--- config.mk ---
export PLATFORM = sky130hd
export DESIGN_NAME = decimal_text_to_fixed_point_top
export DESIGN_NICKNAME = d
export VERILOG_FILES = /design/src/rtl/core/dtf_pkg.sv /design/src/rtl/core/dtf_front.sv /design/src/rtl/core/dtf_queue.sv /design/src/rtl/core/dtf_back.sv /design/src/rtl/core/decimal_text_to_fixed_point_top.sv
export SDC_FILE = /design/constraint.sdc
export NUM_CORES = 1
export LEC_CHECK = 0
export BUFFER_PORTS_ARGS = -buffer_cell sky130_fd_sc_hd__clkbuf_2
export CAP_MARGIN = 0
export CELL_PAD_IN_SITES_DETAIL_PLACEMENT = 1
export CELL_PAD_IN_SITES_GLOBAL_PLACEMENT = 1
export CORE_UTILIZATION = 28
export CTS_CLUSTER_SIZE = 28
export DETAILED_ROUTE_END_ITERATION = 8
export GPL_TIMING_DRIVEN = 1
export HOLD_SLACK_MARGIN = 0.12
export PLACE_DENSITY = 0.54
export SLEW_MARGIN = 25
export SYNTH_ARGS = -nofsm -noshare
export SYNTH_HDL_FRONTEND = slang
export SYNTH_SLANG_ARGS = --single-unit
--- constraint.sdc ---
create_clock -name clk -period 5.2 [get_ports clk]
set_input_delay 1.56 -clock clk [delete_from_list [all_inputs] [get_ports clk]]
set_output_delay 1.56 -clock clk [all_outputs]
set_load 0.005 [all_outputs]
--- src/rtl/core/dtf_pkg.sv ---
`timescale 1ns / 1ps
package dtf_pkg;

  localparam int INT_BITS_DEF = 31;
  localparam int FRAC_BITS_DEF = 32;
  localparam int QUEUE_DEPTH_DEF = 2;
  localparam int PLACE_N = 16;
  localparam int PLACE_IW = $clog2(PLACE_N);

  localparam logic [7:0] CH_NUL   = 8'h00;
  localparam logic [7:0] CH_ZERO  = 8'h30;
  localparam logic [7:0] CH_NINE  = 8'h39;
  localparam logic [7:0] CH_PLUS  = 8'h2B;
  localparam logic [7:0] CH_MINUS = 8'h2D;
  localparam logic [7:0] CH_DOT   = 8'h2E;
  localparam logic [7:0] CH_COMMA = 8'h2C;

  localparam logic [1:0] MODE_NONE   = 2'd0;
  localparam logic [1:0] MODE_STRICT = 2'd1;
  localparam logic [1:0] MODE_PREFIX = 2'd2;

  typedef enum logic [2:0] {
    TK_DIGIT = 3'd0,
    TK_SIGN  = 3'd1,
    TK_POINT = 3'd2,
    TK_OTHER = 3'd3,
    TK_TERM  = 3'd4
  } tok_kind_t;

  typedef struct packed {
    tok_kind_t  kind;
    logic       minus;
    logic [3:0] digit;
  } tok_t;

  // place value after k fraction digits: round(2^F/10), then (p+5)/10 per digit
  function automatic longint unsigned place_value_at(input int k, input int frac_bits);
    longint unsigned p;
    p = ((longint'(1) << frac_bits) + 5) / 10;
    for (int i = 0; i < k; i++) begin
      p = (p + 5) / 10;
    end
    return p;
  endfunction

endpackage

--- src/rtl/core/dtf_front.sv ---
`timescale 1ns / 1ps
module dtf_front import dtf_pkg::*; (
  input  logic       in_valid,
  output logic       in_ready,
  input  logic [7:0] in_character,
  output logic       push_valid,
  input  logic       push_ready,
  output tok_t       push_tok
);

  assign push_valid = in_valid;
  assign in_ready   = push_ready;

  always_comb begin
    push_tok.kind  = TK_OTHER;
    push_tok.minus = (in_character == CH_MINUS);
    push_tok.digit = 4'(in_character - CH_ZERO);
    if (in_character == CH_NUL) begin
      push_tok.kind = TK_TERM;
    end else if (in_character >= CH_ZERO && in_character <= CH_NINE) begin
      push_tok.kind = TK_DIGIT;
    end else if (in_character == CH_PLUS || in_character == CH_MINUS) begin
      push_tok.kind = TK_SIGN;
    end else if (in_character == CH_DOT || in_character == CH_COMMA) begin
      push_tok.kind = TK_POINT;
    end
  end

endmodule

--- src/rtl/core/dtf_queue.sv ---
`timescale 1ns / 1ps
module dtf_queue import dtf_pkg::*; #(
  parameter int DEPTH = QUEUE_DEPTH_DEF
) (
  input  logic clk,
  input  logic rst_n,
  input  logic push_valid,
  output logic push_ready,
  input  tok_t push_tok,
  output logic pop_valid,
  input  logic pop_ready,
  output tok_t pop_tok
);

  localparam int AW = (DEPTH > 1) ? $clog2(DEPTH) : 1;
  localparam int CW = $clog2(DEPTH + 1);

  tok_t          slot_r [DEPTH];
  logic [AW-1:0] wr_ptr_r, wr_ptr_nxt;
  logic [AW-1:0] rd_ptr_r, rd_ptr_nxt;
  logic [CW-1:0] count_r, count_nxt;
  logic          push, pop;

  assign push_ready = (count_r != CW'(DEPTH));
  assign pop_valid  = (count_r != '0);
  assign pop_tok    = slot_r[rd_ptr_r];
  assign push       = push_valid && push_ready;
  assign pop        = pop_valid && pop_ready;

  always_comb begin
    wr_ptr_nxt = wr_ptr_r;
    rd_ptr_nxt = rd_ptr_r;
    count_nxt  = count_r;
    if (push) begin
      wr_ptr_nxt = (wr_ptr_r == AW'(DEPTH - 1)) ? '0 : wr_ptr_r + 1'b1;
    end
    if (pop) begin
      rd_ptr_nxt = (rd_ptr_r == AW'(DEPTH - 1)) ? '0 : rd_ptr_r + 1'b1;
    end
    if (push && !pop) begin
      count_nxt = count_r + 1'b1;
    end else if (pop && !push) begin
      count_nxt = count_r - 1'b1;
    end
  end

  always_ff @(posedge clk) begin
    if (!rst_n) begin
      wr_ptr_r <= '0;
      rd_ptr_r <= '0;
      count_r  <= '0;
    end else begin
      wr_ptr_r <= wr_ptr_nxt;
      rd_ptr_r <= rd_ptr_nxt;
      count_r  <= count_nxt;
    end
  end

  always_ff @(posedge clk) begin
    if (push) begin
      slot_r[wr_ptr_r] <= push_tok;
    end
  end

`ifndef SYNTHESIS
  a_count_bound: assert property (@(posedge clk) disable iff (!rst_n)
    count_r <= CW'(DEPTH))
    else $error("queue count beyond depth");
`endif

endmodule

--- src/rtl/core/dtf_back.sv ---
`timescale 1ns / 1ps
module dtf_back import dtf_pkg::*; #(
  parameter int INT_BITS  = INT_BITS_DEF,
  parameter int FRAC_BITS = FRAC_BITS_DEF,
  localparam int VAL_W    = 1 + INT_BITS + FRAC_BITS
) (
  input  logic                    clk,
  input  logic                    rst_n,
  input  logic                    cfg_we,
  input  logic [1:0]              cfg_wdata,
  input  logic                    pop_valid,
  output logic                    pop_ready,
  input  tok_t                    pop_tok,
  output logic                    out_valid,
  input  logic                    out_ready,
  output logic signed [VAL_W-1:0] out_value,
  output logic                    out_accepted,
  output logic                    out_saturated
);

  localparam logic [INT_BITS+3:0]  INT_MAX  = (INT_BITS+4)'((64'd1 << INT_BITS) - 64'd1);
  localparam logic [FRAC_BITS+4:0] FRAC_MAX = (FRAC_BITS+5)'((64'd1 << FRAC_BITS) - 64'd1);

  logic [FRAC_BITS-1:0] place_tbl [PLACE_N];

  for (genvar g = 0; g < PLACE_N; g++) begin : g_place
    assign place_tbl[g] = FRAC_BITS'(place_value_at(g, FRAC_BITS));
  end

  logic [1:0]           mode_r;
  logic                 at_start_r, at_start_nxt;
  logic                 neg_r, neg_nxt;
  logic                 seen_point_r, seen_point_nxt;
  logic                 stopped_r, stopped_nxt;
  logic                 ovf_r, ovf_nxt;
  logic [INT_BITS-1:0]  int_r, int_nxt;
  logic [FRAC_BITS-1:0] frac_r, frac_nxt;
  logic [PLACE_IW-1:0]  place_idx_r, place_idx_nxt;

  logic                    out_valid_r, out_valid_nxt;
  logic signed [VAL_W-1:0] out_value_r, out_value_nxt;
  logic                    out_acc_r, out_acc_nxt;
  logic                    out_sat_r, out_sat_nxt;

  logic                     parsing, pop, is_term;
  logic [INT_BITS+3:0]      int_sum;
  logic [FRAC_BITS+4:0]     frac_sum;
  logic [VAL_W-1:0]         mag;

  assign parsing   = (mode_r == MODE_STRICT) || (mode_r == MODE_PREFIX);
  assign is_term   = (pop_tok.kind == TK_TERM);
  assign pop_ready = !is_term || !out_valid_r || out_ready;
  assign pop       = pop_valid && pop_ready;

  assign int_sum  = (INT_BITS+4)'({int_r, 3'b000}) + (INT_BITS+4)'({int_r, 1'b0})
                  + (INT_BITS+4)'(pop_tok.digit);
  assign frac_sum = (FRAC_BITS+5)'(frac_r)
                  + (FRAC_BITS+5)'(pop_tok.digit * place_tbl[place_idx_r]);
  assign mag      = {1'b0, int_r, frac_r};

  always_comb begin
    at_start_nxt   = at_start_r;
    neg_nxt        = neg_r;
    seen_point_nxt = seen_point_r;
    stopped_nxt    = stopped_r;
    ovf_nxt        = ovf_r;
    int_nxt        = int_r;
    frac_nxt       = frac_r;
    place_idx_nxt  = place_idx_r;
    out_valid_nxt  = out_valid_r && !out_ready;
    out_value_nxt  = out_value_r;
    out_acc_nxt    = out_acc_r;
    out_sat_nxt    = out_sat_r;
    if (pop && is_term) begin
      out_valid_nxt = 1'b1;
      out_value_nxt = '0;
      out_acc_nxt   = 1'b1;
      out_sat_nxt   = 1'b0;
      if (parsing) begin
        if (!stopped_r || mode_r == MODE_PREFIX) begin
          out_value_nxt = neg_r ? -$signed(mag) : $signed(mag);
          out_sat_nxt   = ovf_r;
        end else begin
          out_acc_nxt = 1'b0;
        end
      end
      at_start_nxt   = 1'b1;
      neg_nxt        = 1'b0;
      seen_point_nxt = 1'b0;
      stopped_nxt    = 1'b0;
      ovf_nxt        = 1'b0;
      int_nxt        = '0;
      frac_nxt       = '0;
      place_idx_nxt  = '0;
    end else if (pop && parsing) begin
      at_start_nxt = 1'b0;
      if (!stopped_r) begin
        case (pop_tok.kind)
          TK_DIGIT: begin
            if (!seen_point_r) begin
              if (int_sum > INT_MAX) begin
                int_nxt = '1;
                ovf_nxt = 1'b1;
              end else begin
                int_nxt = int_sum[INT_BITS-1:0];
              end
            end else begin
              frac_nxt = (frac_sum > FRAC_MAX) ? '1 : frac_sum[FRAC_BITS-1:0];
              // table tail is zero, so the index just parks at the end
              if (place_idx_r != PLACE_IW'(PLACE_N - 1)) begin
                place_idx_nxt = place_idx_r + 1'b1;
              end
            end
          end
          TK_SIGN: begin
            if (!at_start_r) begin
              stopped_nxt = 1'b1;
            end else begin
              neg_nxt = pop_tok.minus;
            end
          end
          TK_POINT: begin
            if (seen_point_r) begin
              stopped_nxt = 1'b1;
            end else begin
              seen_point_nxt = 1'b1;
            end
          end
          default: begin
            stopped_nxt = 1'b1;
          end
        endcase
      end
    end
  end

  always_ff @(posedge clk) begin
    if (!rst_n) begin
      mode_r       <= MODE_STRICT;
      at_start_r   <= 1'b1;
      neg_r        <= 1'b0;
      seen_point_r <= 1'b0;
      stopped_r    <= 1'b0;
      ovf_r        <= 1'b0;
      int_r        <= '0;
      frac_r       <= '0;
      place_idx_r  <= '0;
      out_valid_r  <= 1'b0;
    end else begin
      if (cfg_we) begin
        mode_r <= cfg_wdata;
      end
      at_start_r   <= at_start_nxt;
      neg_r        <= neg_nxt;
      seen_point_r <= seen_point_nxt;
      stopped_r    <= stopped_nxt;
      ovf_r        <= ovf_nxt;
      int_r        <= int_nxt;
      frac_r       <= frac_nxt;
      place_idx_r  <= place_idx_nxt;
      out_valid_r  <= out_valid_nxt;
    end
  end

  always_ff @(posedge clk) begin
    out_value_r <= out_value_nxt;
    out_acc_r   <= out_acc_nxt;
    out_sat_r   <= out_sat_nxt;
  end

  assign out_valid     = out_valid_r;
  assign out_value     = out_value_r;
  assign out_accepted  = out_acc_r;
  assign out_saturated = out_sat_r;

`ifndef SYNTHESIS
  a_reject_zero: assert property (@(posedge clk) disable iff (!rst_n)
    out_valid_r && !out_acc_r |-> out_value_r == '0 && !out_sat_r)
    else $error("rejected line carries a value");
  a_term_clears: assert property (@(posedge clk) disable iff (!rst_n)
    pop && is_term |=> at_start_r && !stopped_r && !seen_point_r && int_r == '0
      && frac_r == '0 && place_idx_r == '0)
    else $error("line state not cleared after terminator");
  a_place_needs_point: assert property (@(posedge clk) disable iff (!rst_n)
    place_idx_r != '0 |-> seen_point_r)
    else $error("fraction place advanced without a point");
  a_no_overwrite: assert property (@(posedge clk) disable iff (!rst_n)
    out_valid_r && !out_ready |-> !(pop && is_term))
    else $error("result overwritten while stalled");
`endif

endmodule

--- src/rtl/core/decimal_text_to_fixed_point_top.sv ---
`timescale 1ns / 1ps
// Decimal text to signed fixed point (Q INT_BITS.FRAC_BITS).
// Input channel: one character per request on in_valid/in_ready/in_character;
// a zero character ends the line. Result channel: one request per line on
// out_valid/out_ready with out_value, out_accepted and out_saturated.
// cfg_we/cfg_wdata write parse_mode (0 none, 1 strict, 2 prefix; 3 acts as 0);
// write it only while no line is in flight.
// Throughput: one character per cycle, unless a terminator waits behind a
// stalled result. The classifier feeds a two-entry queue, and the parser
// retires one queued character per cycle with a single multiply-by-ten or
// digit-times-place accumulate. A terminator is written into the queue and,
// once the characters ahead of it are consumed, popped by the parser, which
// registers the result that drives out_valid.
// When the receiver stalls, the result holds in the output register while the
// parser keeps consuming characters of the next line; only a second terminator
// waits, and the queue then fills and drops in_ready.
// Reset (rst_n, synchronous, active low) empties the queue and the output,
// clears the line state and sets parse_mode to strict.
module decimal_text_to_fixed_point_top import dtf_pkg::*; #(
  parameter int INT_BITS    = INT_BITS_DEF,
  parameter int FRAC_BITS   = FRAC_BITS_DEF,
  parameter int QUEUE_DEPTH = QUEUE_DEPTH_DEF
) (
  input  logic                                   clk,
  input  logic                                   rst_n,
  input  logic                                   cfg_we,
  input  logic [1:0]                             cfg_wdata,
  input  logic                                   in_valid,
  output logic                                   in_ready,
  input  logic [7:0]                             in_character,
  output logic                                   out_valid,
  input  logic                                   out_ready,
  output logic signed [INT_BITS+FRAC_BITS:0]     out_value,
  output logic                                   out_accepted,
  output logic                                   out_saturated
);

  logic push_valid, push_ready, pop_valid, pop_ready;
  tok_t push_tok, pop_tok;

  dtf_front u_front (
    .in_valid     (in_valid),
    .in_ready     (in_ready),
    .in_character (in_character),
    .push_valid   (push_valid),
    .push_ready   (push_ready),
    .push_tok     (push_tok)
  );

  dtf_queue #(
    .DEPTH (QUEUE_DEPTH)
  ) u_queue (
    .clk        (clk),
    .rst_n      (rst_n),
    .push_valid (push_valid),
    .push_ready (push_ready),
    .push_tok   (push_tok),
    .pop_valid  (pop_valid),
    .pop_ready  (pop_ready),
    .pop_tok    (pop_tok)
  );

  dtf_back #(
    .INT_BITS  (INT_BITS),
    .FRAC_BITS (FRAC_BITS)
  ) u_back (
    .clk           (clk),
    .rst_n         (rst_n),
    .cfg_we        (cfg_we),
    .cfg_wdata     (cfg_wdata),
    .pop_valid     (pop_valid),
    .pop_ready     (pop_ready),
    .pop_tok       (pop_tok),
    .out_valid     (out_valid),
    .out_ready     (out_ready),
    .out_value     (out_value),
    .out_accepted  (out_accepted),
    .out_saturated (out_saturated)
  );

endmodule
### Word level (Yosys, flattened, before mapping)

Memory sizes are Yosys's and may differ from the RTL's. A register that Yosys moved wholly into a read port is not among the register bits.
Index checks and enable logic that the tools add are counted.

* bits in registers: 145
* RAM bits: 16
* ROM bits: 512
* bits of input ports: 15
* output and inout port bits: 68
* memories: 2

* add/sub/neg operators: 10
* multipliers: 1
* magnitude comparators: 5
* equality and inequality tests: 11
* mux-type cells: 23
* bitwise operators: 4
* reduce and logical (&&, ||, !) cells: 33

Memories
* (name not given): words 16, bits a word 32, rd ports 1, clocked after memory_dff 0, write ports 0, line dtf_back.sv:58 `+ (FRAC_BITS+5)'(pop_tok.digit * place_tbl[place_idx_r]);`
* u_queue.slot_r: words 2, bits a word 8, rd ports 1, clocked after memory_dff 1, write ports 1, line dtf_queue.sv:18 `tok_t slot_r [DEPTH];`

Operator list (number)
* $mux 32: 3
* $neg 63->64: 1
* $mux 63: 1
* $add 32x36->37: 1
* $gt 37x32->1 const B: 1
* $mul 4x32->36: 1
* $add 34x32->35: 1
* $add 35x4->35: 1
* $gt 35x31->1 const B: 1
* $eq 8x6->1 const B: 4
* $mux 31: 1
* $mux 1: 12
* $reduce_and 4->1: 3
* $reduce_and 5->1: 2
* $mux 3: 3
* $ge 8x6->1 const B: 1
* $le 8x6->1 const B: 1
* $logic_and 1x1->1: 8
* $logic_not 8->1: 1
* $logic_not 1->1: 6
* $logic_or 1x1->1: 6
* $reduce_and 3->1: 2
* $ge 5x5->1 const B: 1
* $not 4->5: 1
* other kinds (19): 24

### Logic depth before layout (Yosys ltp)

Gate-level depths: netlist (run 1).

* word-level depth: 8
* gate-level depth with buffers: 25

### Cells and area by module

A second synthesis (run 1) with hierarchy kept.

* cell total of the unflattened synthesis: 1556
* area total of the unflattened synthesis: 13940.9 um^2

By module, submodules not included
* dtf_back: times used 1, cells an instance 1488, area each 12996.2 um^2, seq. area each 3483.3 um^2
* dtf_queue: times used 1, cells an instance 50, area each 809.5 um^2, seq. area each 580.6 um^2
* dtf_front: times used 1, cells an instance 18, area each 135.1 um^2, seq. area each 0.0 um^2

### Worst setup path after synthesis (run 1)

OpenSTA, ideal clock, no wires.

* path kind: flip-flop to flip-flop
* start: register u_back.place_idx_r[1]
* end: register u_back.frac_r[12]
* setup time: 119 ps
* arrival: 5463 ps
* path slack: -383 ps
* stages on the path, launching flop included: 23
* path buffers: 3
* path through: dfxtp_1 clkbuf_1 inv_1 ha_1 a21oi_1 o21ai_0 nand2b_1 fa_1 fa_1 fa_1 inv_1 ha_1 o21ai_0 o41ai_1 a31oi_1 o31a_1 o41ai_2 nand4_1 mux2i_1 and3_1 buf_4 buf_4 a21oi_1

* cells in the longest elaborated chain, start to end: 8

Ends and longest elaborated chain
* from (decl): line dtf_back.sv:38 `logic [PLACE_IW-1:0] place_idx_r, place_idx_nxt;`
* from (signal assigned): line dtf_back.sv:160 `place_idx_r <= place_idx_nxt;`
* $not 4->5 (implied by the code) *: line dtf_back.sv:58
* $mem_v2 16x32 *
* $mux 32 (implied by the code) * (2 in a row): line dtf_back.sv:58
* $mul 4x32->36 *: line dtf_back.sv:58
* $add 32x36->37 *: line dtf_back.sv:58
* $gt 37x32->1: line dtf_back.sv:108 `frac_nxt = (frac_sum > FRAC_MAX) ? '1 : frac_sum[FRAC_BITS-1:0];`
* $mux 32 *: line dtf_back.sv:108
* to (signal assigned): line dtf_back.sv:159 `frac_r <= frac_nxt;`
* to (decl): line dtf_back.sv:37 `logic [FRAC_BITS-1:0] frac_r, frac_nxt;`

Mark *: on every way between the ends. The rest lies on a longest branch, timed or not. The select of a mux whose other input is x is not followed.
A chain may end at the register's enable or synchronous reset.

==> flow_summary.html, run 1 <==
<table>
<tr><th>Metric</th><th>Value</th></tr>
<tr><th colspan="2">Timing</th></tr>
<tr><td>Worst-case headroom to the max-slew limit</td><td>37.0%</td></tr>
<tr><td>Post-layout minimum cycle time</td><td>5270 ps</td></tr>
<tr><td>Final Hold Vio Count</td><td>0</td></tr>
<tr><td>Max Fclk</td><td>0.190 GHz</td></tr>
<tr><td>Unrepaired setup endpoints after global routing</td><td>true</td></tr>
<tr><td>Setup skew after layout</td><td>13.5 ps</td></tr>
<tr><td>Fin worst setup slack</td><td>-73.3 ps</td></tr>
<tr><td>Final worst hold slack</td><td>476 ps</td></tr>
<tr><td>Number of max-slew violations in the final report</td><td>0</td></tr>
<tr><td>Final setup viols</td><td>26</td></tr>
<tr><td>Fin crit share</td><td>101%</td></tr>
<tr><td>Measured slew at the worst slew-check pin</td><td>945 ps</td></tr>
<tr><th colspan="2">Clocking</th></tr>
<tr><td>Worst-skew pair later-pin latency</td><td>490 ps</td></tr>
<tr><td>Number of buffers on the longest clock path</td><td>2</td></tr>
<tr><td>CTS sink cnt</td><td>162</td></tr>
<tr><td>TritonCTS clock tree</td><td>done</td></tr>
<tr><td>Maximum level of the CTS H-tree</td><td>4</td></tr>
<tr><td>Number of buffers created by CTS</td><td>17</td></tr>
<tr><td>Clock transition at the registers of the reported paths</td><td>80 ps</td></tr>
<tr><td>Number of buffers inserted for hold repair after clock tree synthesis</td><td>0</td></tr>
<tr><td>CTS root buf</td><td>sky130_fd_sc_hd__clkbuf_16</td></tr>
<tr><th colspan="2">Synth</th></tr>
<tr><td>FF+latch count, synth</td><td>162</td></tr>
<tr><td>Mapped Area</td><td>between 10000 and 15000 um2</td></tr>
<tr><td>Number of unique standard cell types used by synthesis</td><td>69</td></tr>
<tr><td>Leading area contributor after synthesis</td><td>sky130_fd_sc_hd__edfxtp_1</td></tr>
<tr><td>Most instantiated flip-flop cell in the synthesis netlist</td><td>sky130_fd_sc_hd__edfxtp_1</td></tr>
<tr><td>Part of the Yosys area used for sequential elements</td><td>29.7%</td></tr>
<tr><td>Count of flip-flops with a built-in enable after synthesis</td><td>82</td></tr>
<tr><td>Number of warnings printed during yosys synthesis</td><td>0</td></tr>
<tr><td>Syn Area/Cell</td><td>slightly below 9 um2</td></tr>
<tr><td>Area share of the largest cell type after synthesis</td><td>18.0%</td></tr>
<tr><td>Proportion of register bits with asynchronous set or reset after synthesis</td><td>0%</td></tr>
<tr><td>Post-synth net total</td><td>1747</td></tr>
<tr><td>Syn Inst Count</td><td>between 1500 and 2000</td></tr>
<tr><td>Largest cells by area after synthesis</td><td>sky130_fd_sc_hd__edfxtp_1, sky130_fd_sc_hd__dfxtp_1, sky130_fd_sc_hd__fa_1</td></tr>
<tr><th colspan="2">Die</th></tr>
<tr><td>Number of core rows</td><td>80</td></tr>
<tr><td>Starting density of the core</td><td>28.5%</td></tr>
<tr><td>Number of I/O pins</td><td>83</td></tr>
<tr><td>Die Y</td><td>about 220 um</td></tr>
<tr><td>DIE AREA</td><td>49800 um2</td></tr>
<tr><td>Core footprint</td><td>47900 um2</td></tr>
<tr><td>Horizontal extent of the die</td><td>223 um</td></tr>
<tr><th colspan="2">Worst setup path</th></tr>
<tr><td>Worst endpoint data arrival time</td><td>5660 ps</td></tr>
<tr><td>WP data required</td><td>~5600 ps</td></tr>
<tr><td>Maximum fanout count along the critical path</td><td>9</td></tr>
<tr><td>CP Class</td><td>reg2reg</td></tr>
<tr><td>Critical Path Sink Type</td><td>flip-flop</td></tr>
<tr><td>Element type at the critical path start</td><td>flip-flop</td></tr>
<tr><th colspan="2">Pwr</th></tr>
<tr><td>Power after layout</td><td>7.88 mW</td></tr>
<tr><td>Worst IR drop on VDD</td><td>0.000231 V</td></tr>
<tr><td>Leakage</td><td>7.92 nW</td></tr>
<tr><td>PD cells</td><td>456 nW/um2</td></tr>
<tr><th colspan="2">Finish</th></tr>
<tr><td>Number of antenna repair diodes</td><td>0</td></tr>
<tr><td>Nets</td><td>1957</td></tr>
<tr><td>Ratio of cells with drive above 1 in the final layout</td><td>between 20% and 30%</td></tr>
<tr><td>Top library cells by usage in the layout, fill and taps aside</td><td>sky130_fd_sc_hd__buf_4, sky130_fd_sc_hd__inv_1, sky130_fd_sc_hd__nor2_1</td></tr>
<tr><td>Most frequent standard cell in the layout excluding fill and tap cells</td><td>sky130_fd_sc_hd__buf_4</td></tr>
<tr><td>Growth of design area from synthesis to finish</td><td>26.3%</td></tr>
<tr><th colspan="2">Status</th></tr>
<tr><td>Outcome</td><td>complete, but fails checks</td></tr>
<tr><td>Failing checks</td><td>negative setup slack</td></tr>
<tr><th colspan="2">Hold path</th></tr>
<tr><td>Launch instance of the worst min-delay path</td><td>u_back.at_start_r</td></tr>
<tr><td>Worst hold path class</td><td>reg2reg</td></tr>
<tr><th colspan="2">Routing</th></tr>
<tr><td>Drt wl/cell</td><td>17.5 um</td></tr>
<tr><td>Vias per std cell</td><td>just under 5</td></tr>
<tr><td>Number of vias after detailed routing</td><td>11600</td></tr>
<tr><td>DRC marker count from the first detailed-route iteration</td><td>469</td></tr>
<tr><td>First drt pass iteration count</td><td>4</td></tr>
<tr><td>Drt drc</td><td>0</td></tr>
<tr><td>DRT antenna net count</td><td>0</td></tr>
<tr><td>Wire length after detailed routing</td><td>just over 40000 um</td></tr>
<tr><th colspan="2">Global route</th></tr>
<tr><td>Largest net degree at the start of global routing</td><td>67</td></tr>
<tr><td>Initial antenna violation count</td><td>1</td></tr>
<tr><td>Vias in the first global route</td><td>12500</td></tr>
<tr><td>Total Routing Usage GR</td><td>17.5%</td></tr>
<tr><td>Wire length of the first global-routing pass</td><td>68200 um</td></tr>
<tr><td>GRT Residual Overflow</td><td>0</td></tr>
<tr><th colspan="2">Place</th></tr>
<tr><td>I/O Buffers</td><td>82</td></tr>
<tr><td>Final RePlAce weighted congestion</td><td>0.878</td></tr>
<tr><td>HPWL after detailed placement</td><td>32700 um</td></tr>
<tr><th colspan="2">Job</th></tr>
<tr><td>Number of max-cap violations</td><td>0</td></tr>
</table>
repair_timing:
action                                  4_1_cts  5_1_grt
pin swaps                                    45       28
gates resized for setup                      73       51
endpoints found under the setup margin       32       32
gates cloned                                  0        0
buffers inserted                             10        5
power by group:
part | switching (mW) | internal [mW]
combinational | 2.79 | 2.38
sequential | 0.0434 | 1.38
clock | 0.638 | 0.642
total | 3.47 | 4.41
worst max-delay path: stages, from the launching register on:
cell                        delay [ps]
sky130_fd_sc_hd__dfxtp_4           380
sky130_fd_sc_hd__mux2i_4           200
sky130_fd_sc_hd__buf_12            150
sky130_fd_sc_hd__buf_4             150
sky130_fd_sc_hd__or3_1             370
sky130_fd_sc_hd__fa_1              530
sky130_fd_sc_hd__fa_1              450
sky130_fd_sc_hd__fa_1              500
sky130_fd_sc_hd__inv_1              60
sky130_fd_sc_hd__ha_4              250
sky130_fd_sc_hd__buf_4             140
sky130_fd_sc_hd__nand2b_1           90
sky130_fd_sc_hd__a21oi_1           120
sky130_fd_sc_hd__o2111ai_2         250
sky130_fd_sc_hd__nand3_2           180
sky130_fd_sc_hd__a221oi_4          310
sky130_fd_sc_hd__o21bai_1          120
sky130_fd_sc_hd__o311ai_2          320
sky130_fd_sc_hd__nand3_1           170
sky130_fd_sc_hd__buf_4             160
sky130_fd_sc_hd__o31a_1            230
worst paths after layout:
check / end / slack, ps / depth (start not counted)
setup / recovery: u_back.frac_r[30] / -70 / 20
hold / removal: u_back.stopped_r / 480 / 1
setup reg to reg: u_back.frac_r[30] / -70 / 20
hold reg to reg: u_back.stopped_r / 480 / 1
state kept, by name (all words and copies together) (netlist names), named ones only:
register              flops
u_back.ovf_r              1
u_back.place_idx_r        4
u_back.neg_r              1
u_queue.count_r           2
u_back.at_start_r         1
u_back.out_value         64
u_back.int_r             31
u_back.out_valid          1
u_back.out_accepted       1
u_back.stopped_r          1
u_back.out_saturated      1
u_back.frac_r            32
u_queue.rd_ptr_r          1
u_back.seen_point_r       1
u_back.mode_r             2
u_queue.wr_ptr_r          1
u_queue.slot_r           16
layout make-up:
type | count | area (um2)
fillers | 5506 | 30700
inverters | 165 | 633
multi-input cells | 1133 | 9390
repair buffers | 264 | 1830
clock inverters | 15 | 158
flip-flops and latches | 162 | 4080
well taps | 615 | 769
clock buffers | 17 | 425
cells in the mapped netlist, drive strengths merged (11+ instances only):
library cell	number
inv	163
nor4	21
edfxtp	82
a21o	27
or4	11
nand3	26
a31oi	42
and2	13
nor3	21
xnor2	49
o41ai	15
nand4	14
ha	121
nand2b	15
xor2	71
o21bai	13
nand2	80
clkbuf	65
o21ai	122
fa	78
o31ai	22
nor2	150
a21oi	112
dfxtp	80
cell families after synthesis:
family | Yosys count | synth area share (%)
buf+inv | 238 | 6.66
flops | 162 | 29.7
simple gates | 394 | 14.2
mux | 12 | 0.905
fa+ha+maj | 199 | 22.5
compound gates | 408 | 18.4
xor+xnor | 120 | 7.68
through the flow:
stage	utilization, %	TNS, ps	instances	area, um2	worst slack, ps
after floorplan	-	0	1533	13800	3.02
after global placement	33.3	-9400	2324	16000	-410
after detailed placement	33.3	-13050	2324	16000	-459
after CTS	35.4	-2020	2366	17000	-90.0
after global routing	36.1	-7960	2371	17300	-279
final	36.1	-1250	2371	17300	-73.3
metal layers:
metal	track usage, %	vias to the layer above	routed length, um
met3	2.65	29	931
met5	0	-	0
met2	28.8	134	19300
met1	23.7	5679	20700
li1	-	5799	-
met4	5.03	0	590
Note: power is estimated with default switching activity, not from simulation.
==> inputs of run 2 (changes only) <==
Settings changed: CORE_ASPECT_RATIO set to 2, CORE_MARGIN set to 5, SETUP_SLACK_MARGIN set to 0.15.
==> run 2 against run 1 <==
  * Highest routed layer unchanged
  * Critical path depth unchanged
  * Sequential power about the same
  * Via count up 5.5%
  * Cell area up 1.4%
  * Worst hold slack better by 4.9 ps
  * Worst setup slack worse by 260 ps
  * The flow still finishes with violations (negative setup slack)
  * Power increased by 8.7%
  * Largest power group unchanged
  * Global-route usage grew 1.7 points
==> flow_summary.html, run 2 (synthesis gave the netlist of run 1 again) <==
<table>
<tr><th>Metric</th><th>Value</th></tr>
<tr><th colspan="2">Global route</th></tr>
<tr><td>Vias in the first global route</td><td>13700 (+9.7%)</td></tr>
<tr><td>Largest net degree at the start of global routing</td><td>67 (unchanged)</td></tr>
<tr><td>Total Routing Usage GR</td><td>19.2% (+1.7 points)</td></tr>
<tr><td>Wire length of the first global-routing pass</td><td>79100 um (+16%)</td></tr>
<tr><td>GRT Residual Overflow</td><td>0 (unchanged)</td></tr>
<tr><td>Initial antenna violation count</td><td>0 (-1)</td></tr>
<tr><th colspan="2">Place</th></tr>
<tr><td>I/O Buffers</td><td>82 (unchanged)</td></tr>
<tr><td>Post-Place Cell Area</td><td>16100 um2 (+0.58%)</td></tr>
<tr><td>HPWL after detailed placement</td><td>42500 um (+30%)</td></tr>
<tr><td>Final RePlAce weighted congestion</td><td>0.889 (+1.1%)</td></tr>
<tr><td>Post-place setup slack</td><td>-1100 ps (-638 ps)</td></tr>
<tr><th colspan="2">Die</th></tr>
<tr><td>Starting density of the core</td><td>28.3% (-0.24 points)</td></tr>
<tr><td>DIE AREA</td><td>53700 um2 (+7.8%)</td></tr>
<tr><td>Number of core rows</td><td>114 (+43%)</td></tr>
<tr><td>Horizontal extent of the die</td><td>166 um (-25%)</td></tr>
<tr><td>Number of I/O pins</td><td>83 (unchanged)</td></tr>
<tr><td>Die Y</td><td>323 um (+45%)</td></tr>
<tr><td>Core footprint</td><td>48400 um2 (+0.85%)</td></tr>
<tr><th colspan="2">Timing</th></tr>
<tr><td>Fin worst setup slack</td><td>-333 ps (-259 ps)</td></tr>
<tr><td>Final setup viols</td><td>32 (+23%)</td></tr>
<tr><td>Final worst hold slack</td><td>481 ps (+4.86 ps)</td></tr>
<tr><td>Max Fclk</td><td>0.181 GHz (-4.7%)</td></tr>
<tr><td>Post-layout minimum cycle time</td><td>5530 ps (+259 ps)</td></tr>
<tr><td>Worst-case headroom to the max-slew limit</td><td>36.2% (-0.80 points)</td></tr>
<tr><td>Number of max-slew violations in the final report</td><td>0 (unchanged)</td></tr>
<tr><td>Measured slew at the worst slew-check pin</td><td>950 ps (+5.56 ps)</td></tr>
<tr><td>Final Hold Vio Count</td><td>0 (unchanged)</td></tr>
<tr><td>Unrepaired setup endpoints after global routing</td><td>true</td></tr>
<tr><td>Fin crit share</td><td>106% (+5.0 points)</td></tr>
<tr><td>Setup skew after layout</td><td>15.4 ps (+1.92 ps)</td></tr>
<tr><th colspan="2">Worst setup path</th></tr>
<tr><td>Element type at the critical path start</td><td>flip-flop</td></tr>
<tr><td>Maximum fanout count along the critical path</td><td>5 (-4)</td></tr>
<tr><td>Worst path buffer plus inverter count</td><td>5 (unchanged)</td></tr>
<tr><td>WP data required</td><td>5540 ps (-40 ps)</td></tr>
<tr><td>Critical Path Sink Type</td><td>flip-flop</td></tr>
<tr><td>List of cells traversed by the critical path</td><td>buf_12 &gt; mux2i_4 &gt; buf_6 &gt; or3_4 &gt; fa_1 &gt; fa_1 &gt; fa_1 &gt; inv_2 &gt; ha_4 &gt; o21ai_2 &gt; o41ai_2 &gt; a31oi_1 &gt; o31a_1 &gt; o41ai_4 &gt; nand4_1 &gt; mux2i_1 &gt; and3_4 &gt; buf_6 &gt; buf_16 &gt; a21oi_2</td></tr>
<tr><td>Critical Path Max Stage Delay</td><td>580 ps (+50 ps)</td></tr>
<tr><td>CP Class</td><td>reg2reg</td></tr>
<tr><td>Dominant cell type by count on the critical path</td><td>sky130_fd_sc_hd__fa_1</td></tr>
<tr><td>Cell type group with the largest total delay on the critical path</td><td>adder cells</td></tr>
<tr><td>Worst endpoint data arrival time</td><td>5870 ps (+210 ps)</td></tr>
<tr><td>Library cell contributing the largest single delay on the critical path</td><td>sky130_fd_sc_hd__fa_1</td></tr>
<tr><th colspan="2">Finish</th></tr>
<tr><td>Top library cells by usage in the layout, fill and taps aside</td><td>sky130_fd_sc_hd__buf_4, sky130_fd_sc_hd__inv_1, sky130_fd_sc_hd__nor2_1</td></tr>
<tr><td>Growth of design area from synthesis to finish</td><td>28.2%</td></tr>
<tr><td>Most frequent standard cell in the layout excluding fill and tap cells</td><td>sky130_fd_sc_hd__buf_4</td></tr>
<tr><td>Area used by multi-input combinational logic</td><td>9340 um2 (-0.52%)</td></tr>
<tr><td>Flip-flop count of the largest register, all copies and words added</td><td>64 (unchanged)</td></tr>
<tr><td>Final instance area</td><td>17500 um2 (+1.4%)</td></tr>
<tr><td>Number of antenna repair diodes</td><td>0 (unchanged)</td></tr>
<tr><td>Count of filler cells inserted in the layout</td><td>5555 (+0.89%)</td></tr>
<tr><td>Utilization after layout</td><td>36.3% (+0.21 points)</td></tr>
<tr><td>Storage cell area</td><td>4080 um2 (about the same)</td></tr>
<tr><td>Ratio of cells with drive above 1 in the final layout</td><td>25.6% (+0.92 points)</td></tr>
<tr><td>Nets</td><td>1972 (+0.77%)</td></tr>
<tr><th colspan="2">Routing</th></tr>
<tr><td>Drt wl/cell</td><td>21.5 um (+23%)</td></tr>
<tr><td>Wire length after detailed routing</td><td>51700 um (+24%)</td></tr>
<tr><td>DRT antenna net count</td><td>0 (unchanged)</td></tr>
<tr><td>Number of vias after detailed routing</td><td>12300 (+5.5%)</td></tr>
<tr><td>Vias per std cell</td><td>5.10 (+3.8%)</td></tr>
<tr><td>DRC marker count from the first detailed-route iteration</td><td>306 (-35%)</td></tr>
<tr><td>First drt pass iteration count</td><td>4 (unchanged)</td></tr>
<tr><td>Drt drc</td><td>0 (unchanged)</td></tr>
<tr><th colspan="2">Clocking</th></tr>
<tr><td>TritonCTS clock tree</td><td>done</td></tr>
<tr><td>Worst-skew pair later-pin latency</td><td>460 ps (-30 ps)</td></tr>
<tr><td>CTS sink cnt</td><td>162 (unchanged)</td></tr>
<tr><td>Clock transition at the registers of the reported paths</td><td>70 ps (about the same)</td></tr>
<tr><td>Number of buffers created by CTS</td><td>17 (unchanged)</td></tr>
<tr><td>Maximum level of the CTS H-tree</td><td>4 (unchanged)</td></tr>
<tr><td>Number of buffers inserted for hold repair after clock tree synthesis</td><td>0 (unchanged)</td></tr>
<tr><td>Number of buffers on the longest clock path</td><td>2 (unchanged)</td></tr>
<tr><td>CTS root buf</td><td>sky130_fd_sc_hd__clkbuf_16</td></tr>
<tr><th colspan="2">Status</th></tr>
<tr><td>Outcome</td><td>complete, but fails checks</td></tr>
<tr><td>Failing checks</td><td>negative setup slack</td></tr>
<tr><th colspan="2">Pwr</th></tr>
<tr><td>PD cells</td><td>488 nW/um2 (+7.2%)</td></tr>
<tr><td>Leakage</td><td>8.01 nW (+1.1%)</td></tr>
<tr><td>Worst IR drop on VDD</td><td>0.000219 V (-5.0%)</td></tr>
<tr><td>Power after layout</td><td>8.57 mW (+8.7%)</td></tr>
<tr><th colspan="2">Job</th></tr>
<tr><td>Number of max-cap violations</td><td>0 (unchanged)</td></tr>
<tr><th colspan="2">Hold path</th></tr>
<tr><td>Worst hold path class</td><td>reg2reg</td></tr>
</table>
-- run 2: stage by stage --
stage	TNS (ps)	std cells
2_1_floorplan	0	1533
3_3_place_gp	-30940	2347
3_5_place_dp	-31410	2347
4_1_cts	-3570	2397
5_1_grt	-14340	2409
6_report	-8880	2409
-- run 2: final timing paths --
kind | from | end | slack, ps | cells past startpoint
worst min register to register | u_back.at_start_r | u_back.stopped_r | 480 | 1
worst max-delay path | flip-flop | u_back.frac_r[10] | -330 | 20
worst min-delay path | u_back.at_start_r | u_back.stopped_r | 480 | 1
worst max register to register | flip-flop | u_back.frac_r[10] | -330 | 20
-- run 2: timing repair --
item / in CTS / in global routing
pin swaps: 20 / 49
gates cloned: 3 / 0
gates resized for setup: 99 / 28
setup endpoints to repair: 59 / 33
buffers inserted: 15 / 12
-- run 2: cell type report --
| type | instances | area share, % |
|---|---|---|
| Multi-Input combinational cell | 1133 | 53.3 |
| Sequential cell | 162 | 23.3 |
| Timing Repair Buffer | 279 | 12.0 |
| Tap cell | 638 | 4.55 |
| Inverter | 165 | 3.64 |
| Clock buffer | 19 | 2.53 |
| Clock inverter | 13 | 0.799 |
-- run 2: where the power goes --
part,leakage (nW),internal [mW],switching [mW]
Combinational,6.23,2.52,3.33
Sequential,1.50,1.38,0.0429
Clock,0.281,0.690,0.598
Total,8.01,4.59,3.98
-- run 2: metal layers --
metal / vias to the layer above / routed length (um) / global-route usage (%)
li1: 5818 / - / -
met4: 0 / 3680 / 11.8
met2: 200 / 31500 / 41.7
met3: 106 / 880 / 2.06
met1: 6152 / 15700 / 15.8
met5: - / 0 / 0
==> inputs of run 3 (changes only) <==
Settings changed: TNS_END_PERCENT set to 20.
==> run 3 against run 2 <==
  * The flow still finishes with violations (negative setup slack)
  * Clock skew rose by 2.9 ps
  * Critical endpoint is now u_back.frac_r[31]
  * Sequential cell count is the same
  * Sequential power barely moved
  * Sequential share of layout area rose by 0.18 points
  * Combinational power down 5.1%
==> flow_summary.html, run 3 (synthesis gave the netlist of run 1 again) <==
<table>
<tr><th>Metric</th><th>Value</th></tr>
<tr><th colspan="2">Pwr</th></tr>
<tr><td>PD cells</td><td>475 nW/um2 (-2.8%)</td></tr>
<tr><td>Switching part of the total power</td><td>46.2% (-0.23 points)</td></tr>
<tr><td>Share of power burned in the clock network</td><td>15.7% (+0.7 points)</td></tr>
<tr><td>Leakage</td><td>7.96 nW (-0.53%)</td></tr>
<tr><td>Design internal power</td><td>4.45 mW (-3.1%)</td></tr>
<tr><td>Combinational fraction of design power</td><td>67.1% (-1.2 points)</td></tr>
<tr><td>Switching Power</td><td>3.82 mW (-4.0%)</td></tr>
<tr><td>Worst IR drop on VDD</td><td>0.000212 V (-3.3%)</td></tr>
<tr><td>Power after layout</td><td>8.26 mW (-3.5%)</td></tr>
<tr><td>Sequential share of power</td><td>17.2% (+0.5 points)</td></tr>
<tr><th colspan="2">Global route</th></tr>
<tr><td>Met3 track demand over resource</td><td>2.12% (+0.061 points)</td></tr>
<tr><td>Met1 demand-to-capacity share in global routing</td><td>16.0% (+0.15 points)</td></tr>
<tr><td>Most congested layer reported by global routing</td><td>met2</td></tr>
<tr><td>GRT Residual Overflow</td><td>0 (unchanged)</td></tr>
<tr><td>Vias in the first global route</td><td>13500 (-1.0%)</td></tr>
<tr><td>Total Routing Usage GR</td><td>19.1% (-0.14 points)</td></tr>
<tr><td>Largest net degree at the start of global routing</td><td>67 (unchanged)</td></tr>
<tr><td>Wire length of the first global-routing pass</td><td>78300 um (-1.1%)</td></tr>
<tr><td>Routing usage on met2</td><td>40.2% (-1.6 points)</td></tr>
<tr><td>Initial antenna violation count</td><td>0 (unchanged)</td></tr>
<tr><th colspan="2">Worst setup path</th></tr>
<tr><td>List of cells traversed by the critical path</td><td>buf_6 &gt; mux2i_4 &gt; buf_6 &gt; buf_4 &gt; nor2_1 &gt; buf_4 &gt; fa_1 &gt; fa_1 &gt; inv_1 &gt; fa_1 &gt; inv_1 &gt; ha_1 &gt; and3_2 &gt; a32oi_2 &gt; nand3_4 &gt; a221oi_4 &gt; o21bai_1 &gt; o311ai_2 &gt; and3_4 &gt; buf_6 &gt; buf_12 &gt; buf_16 &gt; a21oi_1</td></tr>
<tr><td>Critical Path Max Stage Delay</td><td>570 ps (about the same)</td></tr>
<tr><td>WP data required</td><td>5550 ps (about the same)</td></tr>
<tr><td>Cell type group with the largest total delay on the critical path</td><td>adder cells</td></tr>
<tr><td>Count of cells along the worst register-to-register path</td><td>23 (+15%)</td></tr>
<tr><td>Critical path depth</td><td>23 (+15%)</td></tr>
<tr><td>Element type at the critical path start</td><td>flip-flop</td></tr>
<tr><td>CP Class</td><td>reg2reg</td></tr>
<tr><td>Critical Path Sink Type</td><td>flip-flop</td></tr>
<tr><td>Worst path buffer plus inverter count</td><td>9 (+4)</td></tr>
<tr><td>Library cell contributing the largest single delay on the critical path</td><td>sky130_fd_sc_hd__fa_1</td></tr>
<tr><td>Worst endpoint data arrival time</td><td>5840 ps (-30 ps)</td></tr>
<tr><td>Maximum fanout count along the critical path</td><td>7 (+2)</td></tr>
<tr><th colspan="2">Routing</th></tr>
<tr><td>Drt drc</td><td>0 (unchanged)</td></tr>
<tr><td>Drt wl/cell</td><td>21.4 um (-0.32%)</td></tr>
<tr><td>Number of vias after detailed routing</td><td>12200 (-0.72%)</td></tr>
<tr><td>DRT antenna net count</td><td>0 (unchanged)</td></tr>
<tr><td>Wire length after detailed routing</td><td>51500 um (-0.40%)</td></tr>
<tr><td>DRC marker count from the first detailed-route iteration</td><td>360 (+18%)</td></tr>
<tr><td>Vias per std cell</td><td>5.06 (-0.64%)</td></tr>
<tr><td>First drt pass iteration count</td><td>4 (unchanged)</td></tr>
<tr><th colspan="2">Status</th></tr>
<tr><td>Outcome</td><td>complete, but fails checks</td></tr>
<tr><td>Failing checks</td><td>negative setup slack</td></tr>
<tr><th colspan="2">Clocking</th></tr>
<tr><td>Number of buffers on the longest clock path</td><td>2 (unchanged)</td></tr>
<tr><td>Number of buffers created by CTS</td><td>17 (unchanged)</td></tr>
<tr><td>TritonCTS clock tree</td><td>done</td></tr>
<tr><td>CTS root buf</td><td>sky130_fd_sc_hd__clkbuf_16</td></tr>
<tr><td>CTS sink cnt</td><td>162 (unchanged)</td></tr>
<tr><td>Maximum level of the CTS H-tree</td><td>4 (unchanged)</td></tr>
<tr><td>Worst-skew pair later-pin latency</td><td>460 ps (about the same)</td></tr>
<tr><td>Clock transition at the registers of the reported paths</td><td>70 ps (about the same)</td></tr>
<tr><th colspan="2">Die</th></tr>
<tr><td>Number of core rows</td><td>114 (unchanged)</td></tr>
<tr><td>Core footprint</td><td>48400 um2 (unchanged)</td></tr>
<tr><td>Horizontal extent of the die</td><td>166 um (unchanged)</td></tr>
<tr><td>Die Y</td><td>323 um (unchanged)</td></tr>
<tr><td>Starting density of the core</td><td>28.3% (unchanged)</td></tr>
<tr><td>DIE AREA</td><td>53700 um2 (unchanged)</td></tr>
<tr><td>Number of I/O pins</td><td>83 (unchanged)</td></tr>
<tr><th colspan="2">Finish</th></tr>
<tr><td>Nets</td><td>1970 (-0.10%)</td></tr>
<tr><td>Top library cells by usage in the layout, fill and taps aside</td><td>sky130_fd_sc_hd__buf_4, sky130_fd_sc_hd__inv_1, sky130_fd_sc_hd__nor2_1</td></tr>
<tr><td>Growth of design area from synthesis to finish</td><td>27.2%</td></tr>
<tr><td>Number of antenna repair diodes</td><td>0 (unchanged)</td></tr>
<tr><td>Post-route non-filler standard cell count</td><td>2407 (-0.083%)</td></tr>
<tr><td>Most frequent standard cell in the layout excluding fill and tap cells</td><td>sky130_fd_sc_hd__buf_4</td></tr>
<tr><td>Ratio of cells with drive above 1 in the final layout</td><td>24.8% (-0.88 points)</td></tr>
<tr><td>Flip-flop count of the largest register, all copies and words added</td><td>64 (unchanged)</td></tr>
<tr><th colspan="2">Timing</th></tr>
<tr><td>Unrepaired setup endpoints after global routing</td><td>true</td></tr>
<tr><td>Number of max-slew violations in the final report</td><td>0 (unchanged)</td></tr>
<tr><td>Setup skew after layout</td><td>18.3 ps (+2.90 ps)</td></tr>
<tr><td>Measured slew at the worst slew-check pin</td><td>1020 ps (+69.9 ps)</td></tr>
<tr><td>Post-layout minimum cycle time</td><td>5490 ps (-42.3 ps)</td></tr>
<tr><td>Fin crit share</td><td>106% (-0.81 points)</td></tr>
<tr><td>Final Hold Vio Count</td><td>0 (unchanged)</td></tr>
<tr><td>Final setup viols</td><td>32 (unchanged)</td></tr>
<tr><td>Fin worst setup slack</td><td>-290 ps (+42.3 ps)</td></tr>
<tr><td>Worst-case headroom to the max-slew limit</td><td>31.5% (-4.7 points)</td></tr>
<tr><td>Max Fclk</td><td>0.182 GHz (+0.77%)</td></tr>
<tr><th colspan="2">Place</th></tr>
<tr><td>Final RePlAce weighted congestion</td><td>0.963 (+8.3%)</td></tr>
<tr><td>HPWL after detailed placement</td><td>41800 um (-1.7%)</td></tr>
<tr><td>Post-placement cell count</td><td>2343 (-0.17%)</td></tr>
<tr><td>I/O Buffers</td><td>82 (unchanged)</td></tr>
<tr><th colspan="2">Hold path</th></tr>
<tr><td>Launch instance of the worst min-delay path</td><td>u_back.at_start_r</td></tr>
<tr><td>Worst Hold Depth</td><td>1 (unchanged)</td></tr>
<tr><td>Worst hold path class</td><td>reg2reg</td></tr>
<tr><th colspan="2">Job</th></tr>
<tr><td>Number of max-cap violations</td><td>0 (unchanged)</td></tr>
</table>
[run 3: changes by cell type in the layout (fill, tap and decap cells not counted), sizes merged]
cell	change
bufbuf	-1
inv	+1
bufinv	-1
clkinvlp	-4
clkinv	+6
clkbuf	-2
buf	-1
[run 3: worst paths after layout]
kind / to / slack, ps
max: u_back.frac_r[31] / -290
min: u_back.stopped_r / 470
max reg2reg: u_back.frac_r[31] / -290
min reg2reg: u_back.stopped_r / 470
[run 3: cell type report]
cell class / instances / area, um2
flip-flops and latches: 162 / 4080
fillers: 5608 / 31000
repair buffers: 277 / 2040
inverters: 165 / 633
clock inverters: 15 / 165
multi-input cells: 1133 / 9260
clock buffers: 17 / 425
well taps: 638 / 798
[run 3: power by group through the flow]
| stage | registers [mW] | clock network, mW | logic (mW) |
|---|---|---|---|
| 2_1_floorplan | 1.44 | 0 | 2.81 |
| 3_3_place_gp | 1.45 | 0 | 4.91 |
| 3_5_place_dp | 1.45 | 0 | 5.00 |
| 4_1_cts | 1.42 | 1.34 | 5.48 |
| 5_1_grt | 1.43 | 1.39 | 6.01 |
| 6_report | 1.42 | 1.30 | 5.55 |
[run 3: layer usage]
metal	up-vias	wire length (um)	share of wire, %
met1	6085	16100	31
met5	-	0	0
li1	5820	-	-
met3	98	813	1.6
met4	0	4110	8.0
met2	184	30500	59
[run 3: through the flow]
stage | setup TNS (ps) | setup WS, ps | instance area (um2) | utilization, % | hold slack [ps]
floorplan | 0 | 63.9 | 13800 | - | 430
global placement | -12080 | -423 | 16000 | 33.0 | 450
detailed placement | -15790 | -544 | 16000 | 33.0 | 467
CTS | -7460 | -263 | 17300 | 35.8 | 468
global route | -13570 | -460 | 17400 | 36.0 | 500
finish | -8110 | -290 | 17400 | 36.0 | 465
[run 3: worst reg2reg max path, delay by kind of cell (launching register included)]
kind                       cells  cell delay (ps)
DFF                            1              360
adders and majority gates      4             1890
AOI/OAI and AO/OA              5             1090
buffers and inverters          9              990
and+or+nand+nor                4              730
muxes                          1              330
[run 3: timing repair]
action | 4_1_cts | 5_1_grt
hold buffers | 0 | 0
gates resized for setup | 97 | 13
setup buffers | 26 | 2
pin swaps | 38 | 17
endpoints found under the hold margin | 0 | 0
cloned | 3 | 0
setup endpoints to repair | 64 | 64
